==> config.mk <==
export PLATFORM = sky130hd
export DESIGN_NAME = bmpca_ctrl
export DESIGN_NICKNAME = d
export VERILOG_FILES = /design/src/bmpca_pkg.sv /design/src/bmpca_ctrl.sv
export SDC_FILE = /design/constraint.sdc
export NUM_CORES = 1
export LEC_CHECK = 0
export BUFFER_PORTS_ARGS = -buffer_cell sky130_fd_sc_hd__buf_2
export CORE_AREA = 3 3 40 42
export DETAILED_ROUTE_END_ITERATION = 10
export DIE_AREA = 0 0 43 45
export HOLD_SLACK_MARGIN = 0.03
export PLACE_DENSITY = 0.48
export SLEW_MARGIN = 15
export SYNTH_ARGS = -nofsm -noshare
export SYNTH_HDL_FRONTEND = slang
export SYNTH_SLANG_ARGS = --single-unit
==> constraint.sdc <==
create_clock -name clk_i -period 1.2 [get_ports clk_i]
set_input_delay 0.12 -clock clk_i [delete_from_list [all_inputs] [get_ports clk_i]]
set_output_delay 0.12 -clock clk_i [all_outputs]
set_load 0.005 [all_outputs]
==> src/bmpca_pkg.sv <==
// ----------------------------------------------------------------------------
// bmpca_pkg
// Shared constants, types and commands of the banded minimum-cost path
// accumulator.
// ----------------------------------------------------------------------------
package bmpca_pkg;

  localparam int unsigned IMAGE_HEIGHT   = 1024;
  localparam int unsigned STEP_LIMIT     = 15;
  localparam int unsigned COST_W         = 32;
  localparam int unsigned PIX_W          = 24;
  localparam int unsigned ROW_W          = 10;
  localparam int unsigned STEP_W         = 4;
  localparam int unsigned ADDR_W         = $clog2(IMAGE_HEIGHT);
  localparam int unsigned LIMIT_W        = $clog2(STEP_LIMIT + 1);
  localparam int unsigned EPOCH_W        = ADDR_W + 1;
  localparam int unsigned IN_TDATA_W     = 56;
  localparam int unsigned OUT_TDATA_W    = 48;

  localparam logic [STEP_W-1:0] MAX_STEP_RESET = STEP_W'(3);
  localparam logic [LIMIT_W-1:0] STEP_LIMIT_C  = LIMIT_W'(STEP_LIMIT);
  localparam logic signed [COST_W-1:0] COST_MAX = {1'b0, {(COST_W-1){1'b1}}};
  localparam logic signed [COST_W-1:0] COST_MIN = {1'b1, {(COST_W-1){1'b0}}};

  typedef enum logic [2:0] {
    ST_IDLE,
    ST_SETUP,
    ST_SCAN,
    ST_DRAIN,
    ST_SUM,
    ST_WRITE
  } state_e;

  typedef struct packed {
    logic idle;
    logic accept;
    logic setup;
    logic scan_rd;
    logic sum;
    logic write;
  } cmd_t;

  typedef struct packed {
    logic window_empty;
    logic scan_last;
    logic out_free;
  } status_t;

endpackage

==> src/bmpca_ctrl.sv <==
// ----------------------------------------------------------------------------
// bmpca_ctrl
// Sequencer that steps one pixel through setup, window scan and drain (both skipped
// when the window is empty), sum and write-back.
// ----------------------------------------------------------------------------
module bmpca_ctrl (
  input  logic               clk_i,
  input  logic               rst_ni,
  input  logic               in_valid_i,
  input  bmpca_pkg::status_t status_i,
  output bmpca_pkg::cmd_t    cmd_o
);

  bmpca_pkg::state_e state_q, state_d;

  always_ff @(posedge clk_i or negedge rst_ni) begin
    if (!rst_ni) begin
      state_q <= bmpca_pkg::ST_IDLE;
    end else begin
      state_q <= state_d;
    end
  end

  always_comb begin
    state_d = state_q;
    cmd_o   = '0;
    unique case (state_q)
      bmpca_pkg::ST_IDLE: begin
        cmd_o.idle = 1'b1;
        if (in_valid_i) begin
          cmd_o.accept = 1'b1;
          state_d      = bmpca_pkg::ST_SETUP;
        end
      end
      bmpca_pkg::ST_SETUP: begin
        cmd_o.setup = 1'b1;
        state_d = status_i.window_empty ? bmpca_pkg::ST_SUM : bmpca_pkg::ST_SCAN;
      end
      bmpca_pkg::ST_SCAN: begin
        cmd_o.scan_rd = 1'b1;
        if (status_i.scan_last) begin
          state_d = bmpca_pkg::ST_DRAIN;
        end
      end
      bmpca_pkg::ST_DRAIN: begin
        state_d = bmpca_pkg::ST_SUM;
      end
      bmpca_pkg::ST_SUM: begin
        cmd_o.sum = 1'b1;
        state_d   = bmpca_pkg::ST_WRITE;
      end
      bmpca_pkg::ST_WRITE: begin
        if (status_i.out_free) begin
          cmd_o.write = 1'b1;
          state_d     = bmpca_pkg::ST_IDLE;
        end
      end
      default: begin
        state_d = bmpca_pkg::ST_IDLE;
      end
    endcase
  end

endmodule

# Yosys cells after proc, flatten, opt, wreduce, memory -nomap -nowiden
# Index checks and enable logic that the tools add are counted.
[word_totals] elab_cells=23 regBits=3
[op_classes] reduce_logical=2 eq_ne=8 muxes=12
[ops] op="3-bit case mux with 6 select lines" n=1
[ops] op="3-bit two-way mux" n=4
[ops] op="3-bit by 2-bit equality test with 1-bit output (second input constant)" n=2
[ops] op="3-bit equality test (second input constant)" n=2
[ops] op="1-bit two-way mux" n=6
[ops] op="2-bit inequality test (second input constant)" n=3
[ops] op="3-bit by 1-bit equality test with 1-bit output (second input constant)" n=1
[ops] op="3-bit logical NOT" n=1
[ops] op="3-bit AND reduction" n=1
[ops] op="2-bit two-way mux" n=1

# Logic depth before layout (Yosys ltp)
[logic_depth] word_depth=3 mapped_depth=3 mapped_depth_nobuf=2

# Worst setup path after synthesis
# No wires, ideal clock.
[synth_timing] path_type="reg-to-reg" from="reg state_q[1]" to="reg state_q[1]" slack_ns=0.150 period_less_slack_ns=1.050 setup_time_ns=0.073 stages_incl_launch_ff=4 required_ns=1.127 t_arrival_ns=0.977 path_cell_list="dfrtp_1 > buf_6 > or3b_1 > a21oi_2"
[synth_between] elab_chain_cells=3
[synth_rtl] item="from (decl)" line_no="bmpca_ctrl.sv:14" source="bmpca_pkg::state_e state_q, state_d;"
[synth_rtl] item="from (signal assigned)" line_no="bmpca_ctrl.sv:18" source="state_q <= bmpca_pkg::ST_IDLE;"
[synth_rtl] item="from (signal assigned)" line_no="bmpca_ctrl.sv:20" source="state_q <= state_d;"
[synth_rtl] item="3-bit by 2-bit equality test with 1-bit output, or another cell as far along" line_no="bmpca_ctrl.sv:27" source="unique case (state_q)"
[synth_rtl] item="2-bit inequality test (no source line)"
[synth_rtl] item="3-bit AND reduction (no source line)"
# Parallel ways exist; a longest one is shown, timed or not.
# A chain may end at the register's enable or synchronous reset.

==> report_table.html <==
<table>
<tr><th>Metric</th><th>Value</th></tr>
<tr><th colspan="2">Finish</th></tr>
<tr><td>Finished Core Util</td><td>0.281</td></tr>
<tr><td>Number of fillers in the final layout</td><td>roughly 140</td></tr>
<tr><td>Biggest register</td><td>state_q</td></tr>
<tr><td>Net count, final</td><td>48</td></tr>
<tr><td>Register Area</td><td>roughly 79 um2</td></tr>
<tr><td>Max reg flops</td><td>3</td></tr>
<tr><td>Area Growth Syn to Fin</td><td>69.0%</td></tr>
<tr><td>Fraction of layout instances using a drive strength above 1</td><td>0.659</td></tr>
<tr><td>Multi-input gate area in the final layout</td><td>131 um2</td></tr>
<tr><td>Antenna cell count</td><td>0</td></tr>
<tr><td>Leading registers by flop count</td><td>state_q (3)</td></tr>
<tr><th colspan="2">Route</th></tr>
<tr><td>Number of vias per cell after detailed routing</td><td>3.96</td></tr>
<tr><td>Antenna violation net count after detailed routing</td><td>0</td></tr>
<tr><td>DRC Markers</td><td>0</td></tr>
<tr><td>Pre-antenna DRT Iters</td><td>2</td></tr>
<tr><td>Post-detailed-routing wire length</td><td>573 um</td></tr>
<tr><td>Routed length per placed instance</td><td>10.2 um</td></tr>
<tr><td>Number of design-rule violations left by the first detailed-router iteration</td><td>1</td></tr>
<tr><td>Count of vias placed by the detailed router</td><td>222</td></tr>
<tr><th colspan="2">Critical path</th></tr>
<tr><td>Worst-path cell with the longest stage delay</td><td>dfrtp_2</td></tr>
<tr><td>Worst reg2reg path endpoint</td><td>state_q[1]</td></tr>
<tr><td>Critical path cell sequence</td><td>or2b_1 &gt; nor2_1 &gt; buf_2</td></tr>
<tr><td>Largest fanout on the critical path</td><td>7</td></tr>
<tr><td>Logic depth of the worst setup path including buffers</td><td>3</td></tr>
<tr><td>Kind of start point of the critical path</td><td>flip-flop</td></tr>
<tr><td>Depth of the worst register-to-register path</td><td>3</td></tr>
<tr><td>Cell class contributing the biggest share of worst-path delay</td><td>flip-flops</td></tr>
<tr><td>Classification of the worst setup path</td><td>flip-flop to primary output</td></tr>
<tr><td>Flop2flop setup slack</td><td>0 ps</td></tr>
<tr><td>Arrival time at the worst endpoint</td><td>1110 ps</td></tr>
<tr><td>Capturing element type of the critical path</td><td>primary output</td></tr>
<tr><td>Crit path largest cell delay</td><td>440 ps</td></tr>
<tr><td>Total buffers and inverters traversed by the critical path</td><td>1</td></tr>
<tr><td>Worst R2R Start</td><td>state_q[1]</td></tr>
<tr><td>Required time at the worst-slack endpoint</td><td>roughly 1100 ps</td></tr>
<tr><th colspan="2">Power</th></tr>
<tr><td>Leakage power summed over all cells</td><td>0.174 nW</td></tr>
<tr><td>Worst vdd rail ir drop</td><td>755 uV</td></tr>
<tr><td>Pwr Total</td><td>approximately 0.00096 W</td></tr>
<tr><td>Power per standard cell area</td><td>2650 nW/um2</td></tr>
<tr><th colspan="2">Timing</th></tr>
<tr><td>Final worst-path setup slack</td><td>-34.7 ps</td></tr>
<tr><td>Worst Skew</td><td>1.55 ps</td></tr>
<tr><td>Final critical-path share of the clock period</td><td>1.03</td></tr>
<tr><td>Final min period</td><td>1230 ps</td></tr>
<tr><td>Worst hold margin</td><td>164 ps</td></tr>
<tr><td>Fmax</td><td>810 MHz</td></tr>
<tr><td>Worst Max-Slew Pin Slew</td><td>244 ps</td></tr>
<tr><td>Setup Viol. Count Final</td><td>3</td></tr>
<tr><td>Worst slew margin relative to its limit</td><td>0.835</td></tr>
<tr><td>Number of max-slew violations in the final report</td><td>0</td></tr>
<tr><td>Unrepaired setup endpoints after global routing</td><td>yes</td></tr>
<tr><td>Final hold violation count</td><td>0</td></tr>
<tr><th colspan="2">GRT</th></tr>
<tr><td>Combined global-route utilization of all metal layers</td><td>0.0776</td></tr>
<tr><td>Global-route wire length before repair</td><td>1060 um</td></tr>
<tr><td>Via count of the first global-routing pass</td><td>257</td></tr>
<tr><td>Initial antenna violation count</td><td>0</td></tr>
<tr><td>Largest net degree at the start of global routing</td><td>9</td></tr>
<tr><td>Overflow left after global routing</td><td>0</td></tr>
<tr><th colspan="2">Place</th></tr>
<tr><td>Post-detail-place hpwl</td><td>374 um</td></tr>
<tr><td>Count of input and output buffers</td><td>11</td></tr>
<tr><td>Final GP Congestion</td><td>between 0.6 and 0.7</td></tr>
<tr><th colspan="2">Synth</th></tr>
<tr><td>Share of the yosys chip area belonging to registers</td><td>0.351</td></tr>
<tr><td>Number of synthesized flops with an enable pin</td><td>0</td></tr>
<tr><td>Most area-hungry cell type in the Yosys netlist</td><td>dfrtp_1</td></tr>
<tr><td>Synth warn</td><td>0</td></tr>
<tr><td>Synth Cell Area</td><td>214 um2</td></tr>
<tr><td>Proportion of register bits with asynchronous set or reset after synthesis</td><td>1.00</td></tr>
<tr><td>Most frequent cells after synthesis</td><td>dfrtp_1, nor2_1, nor3b_1</td></tr>
<tr><td>Combinational family with the most area after synthesis</td><td>simple AND/OR/NAND/NOR gates</td></tr>
<tr><td>Number of unique standard cell types used by synthesis</td><td>18</td></tr>
<tr><td>Post-synthesis share of cell area spent on full adders, half adders and majority gates</td><td>0</td></tr>
<tr><td>Fraction of post-synthesis cell area in the top cell type by area</td><td>0.351</td></tr>
<tr><td>Primary flip-flop cell chosen by synthesis mapping</td><td>dfrtp_1</td></tr>
<tr><td>Post-synth net total</td><td>29</td></tr>
<tr><td>Multiplexer fraction of the synthesized cell area</td><td>0</td></tr>
<tr><td>Top cells by area in the synthesized netlist</td><td>dfrtp_1, nor3b_1, buf_6</td></tr>
<tr><td>XOR/XNOR Fraction of Synth Area</td><td>0</td></tr>
<tr><td>Synth Instances</td><td>23</td></tr>
<tr><td>Post-synthesis compound-gate area fraction</td><td>0.146</td></tr>
<tr><td>Post-synthesis simple-gate area fraction</td><td>0.392</td></tr>
<tr><td>Mapped Avg Cell Area</td><td>9.30 um2</td></tr>
<tr><td>Register bit total from synthesis</td><td>3</td></tr>
<tr><th colspan="2">Clock tree</th></tr>
<tr><td>CTS tree</td><td>done</td></tr>
<tr><td>Clock Pin Slew Worst Setup and Hold Paths</td><td>40 ps</td></tr>
<tr><td>Clock latency on the worst-skew pair</td><td>230 ps</td></tr>
<tr><td>Number of clock buffers inserted by TritonCTS</td><td>3</td></tr>
<tr><td>Number of buffers on the longest clock path</td><td>2</td></tr>
<tr><td>Number of H-tree levels</td><td>1</td></tr>
<tr><td>Clock tree root driver cell</td><td>clkbuf_4</td></tr>
<tr><td>Number of sinks handled by clock tree synthesis</td><td>3</td></tr>
<tr><th colspan="2">Outcome</th></tr>
<tr><td>Failing checks</td><td>setup timing</td></tr>
<tr><td>Outcome</td><td>finished, violations left</td></tr>
<tr><th colspan="2">Die</th></tr>
<tr><td>Top-level port count</td><td>12</td></tr>
<tr><td>Die area</td><td>1940 um2</td></tr>
<tr><td>Die height</td><td>around 45 um</td></tr>
<tr><td>Initial cell density of the core</td><td>0.167</td></tr>
<tr><td>Placeable Area</td><td>1280 um2</td></tr>
<tr><td>Standard-cell row count</td><td>13</td></tr>
<tr><td>Horizontal die dimension</td><td>43 um</td></tr>
<tr><th colspan="2">Min path</th></tr>
<tr><td>Hold-critical path endpoint</td><td>state_q[1]</td></tr>
<tr><td>Start point of the worst hold path</td><td>status_i[2]</td></tr>
<tr><td>Cells on Worst Hold Path</td><td>3</td></tr>
<tr><td>Worst Hold Class</td><td>primary input to flip-flop</td></tr>
<tr><th colspan="2">Job</th></tr>
<tr><td>Number of maximum-capacitance constraint violations</td><td>0</td></tr>
</table>
-- cell families after synthesis --
group / Yosys count
AND/OR/NAND/NOR: 13
AO/OA/AOI/OAI: 4
flip-flops: 3
buffers and inverters: 3
-- worst max-delay path by stage --
stage                       endpoint  slack, ps       start
final                       cmd_o[2]        -30  state_q[0]
after global routing        cmd_o[2]       -100  state_q[1]
after CTS                   cmd_o[2]        -50  state_q[0]
after detailed placement    cmd_o[2]        130  state_q[1]
after global placement      cmd_o[4]        140  state_q[2]
after floorplan           state_q[1]        150  state_q[1]
-- cells in the final DEF, fill, tap and decap left out, drive strengths merged, types with 2 or more instances in the layout --
cell type / count
dfrtp: 3
clkbuf: 4
nor3b: 2
buf: 16
nor2: 3
-- metal layers --
metal | wire, um | global-route usage | vias up | share of wire
li1 | - | - | 115 | -
met1 | 303 | 0.0969 | 95 | 0.53
met2 | 224 | 0.105 | 12 | 0.39
met3 | 45 | 0.0120 | 0 | 0.079
met4 | 0 | 0.0904 | 0 | 0
met5 | 0 | 0 | - | 0
-- repair_timing --
action,CTS,global route
gates resized for setup,5,3
hold buffers,1,0
setup endpoints to repair,4,6
pin swaps,0,0
setup buffers,5,0
hold endpoints to repair,3,0
-- metrics by stage --
stage / setup WS [ps] / setup TNS [ps] / cell area, um2 / std cells
3_5_place_dp: 132 / 0 / 264 / 46
2_1_floorplan: 150 / 0 / 214 / 23
5_1_grt: -99.6 / -374 / 362 / 56
3_3_place_gp: 143 / 0 / 264 / 46
4_1_cts: -52.7 / -91.8 / 350 / 56
6_report: -34.7 / -51.2 / 362 / 56
-- tightest hold or removal path: stages --
cell and delay [ps]:
buf_2 90, or3b_4 110, a21oi_2 50
-- power breakdown --
group | switching (W) | internal, W | total (W)
Clock | 0.0000579 | 0.000125 | 0.000183
Combinational | 0.000193 | 0.000316 | 0.000510
Sequential | 0.000100 | 0.000164 | 0.000265
Total | 0.000352 | 0.000606 | 0.000957
-- layout make-up --
| type | instances | share of cell area |
|---|---|---|
| multi-input cells | 17 | 0.363 |
| repair buffers | 17 | 0.294 |
| flip-flops and latches | 3 | 0.218 |
| clock buffers | 4 | 0.0727 |
| well taps | 15 | 0.0519 |
No activity file was read; power rests on OpenSTA's default activity.
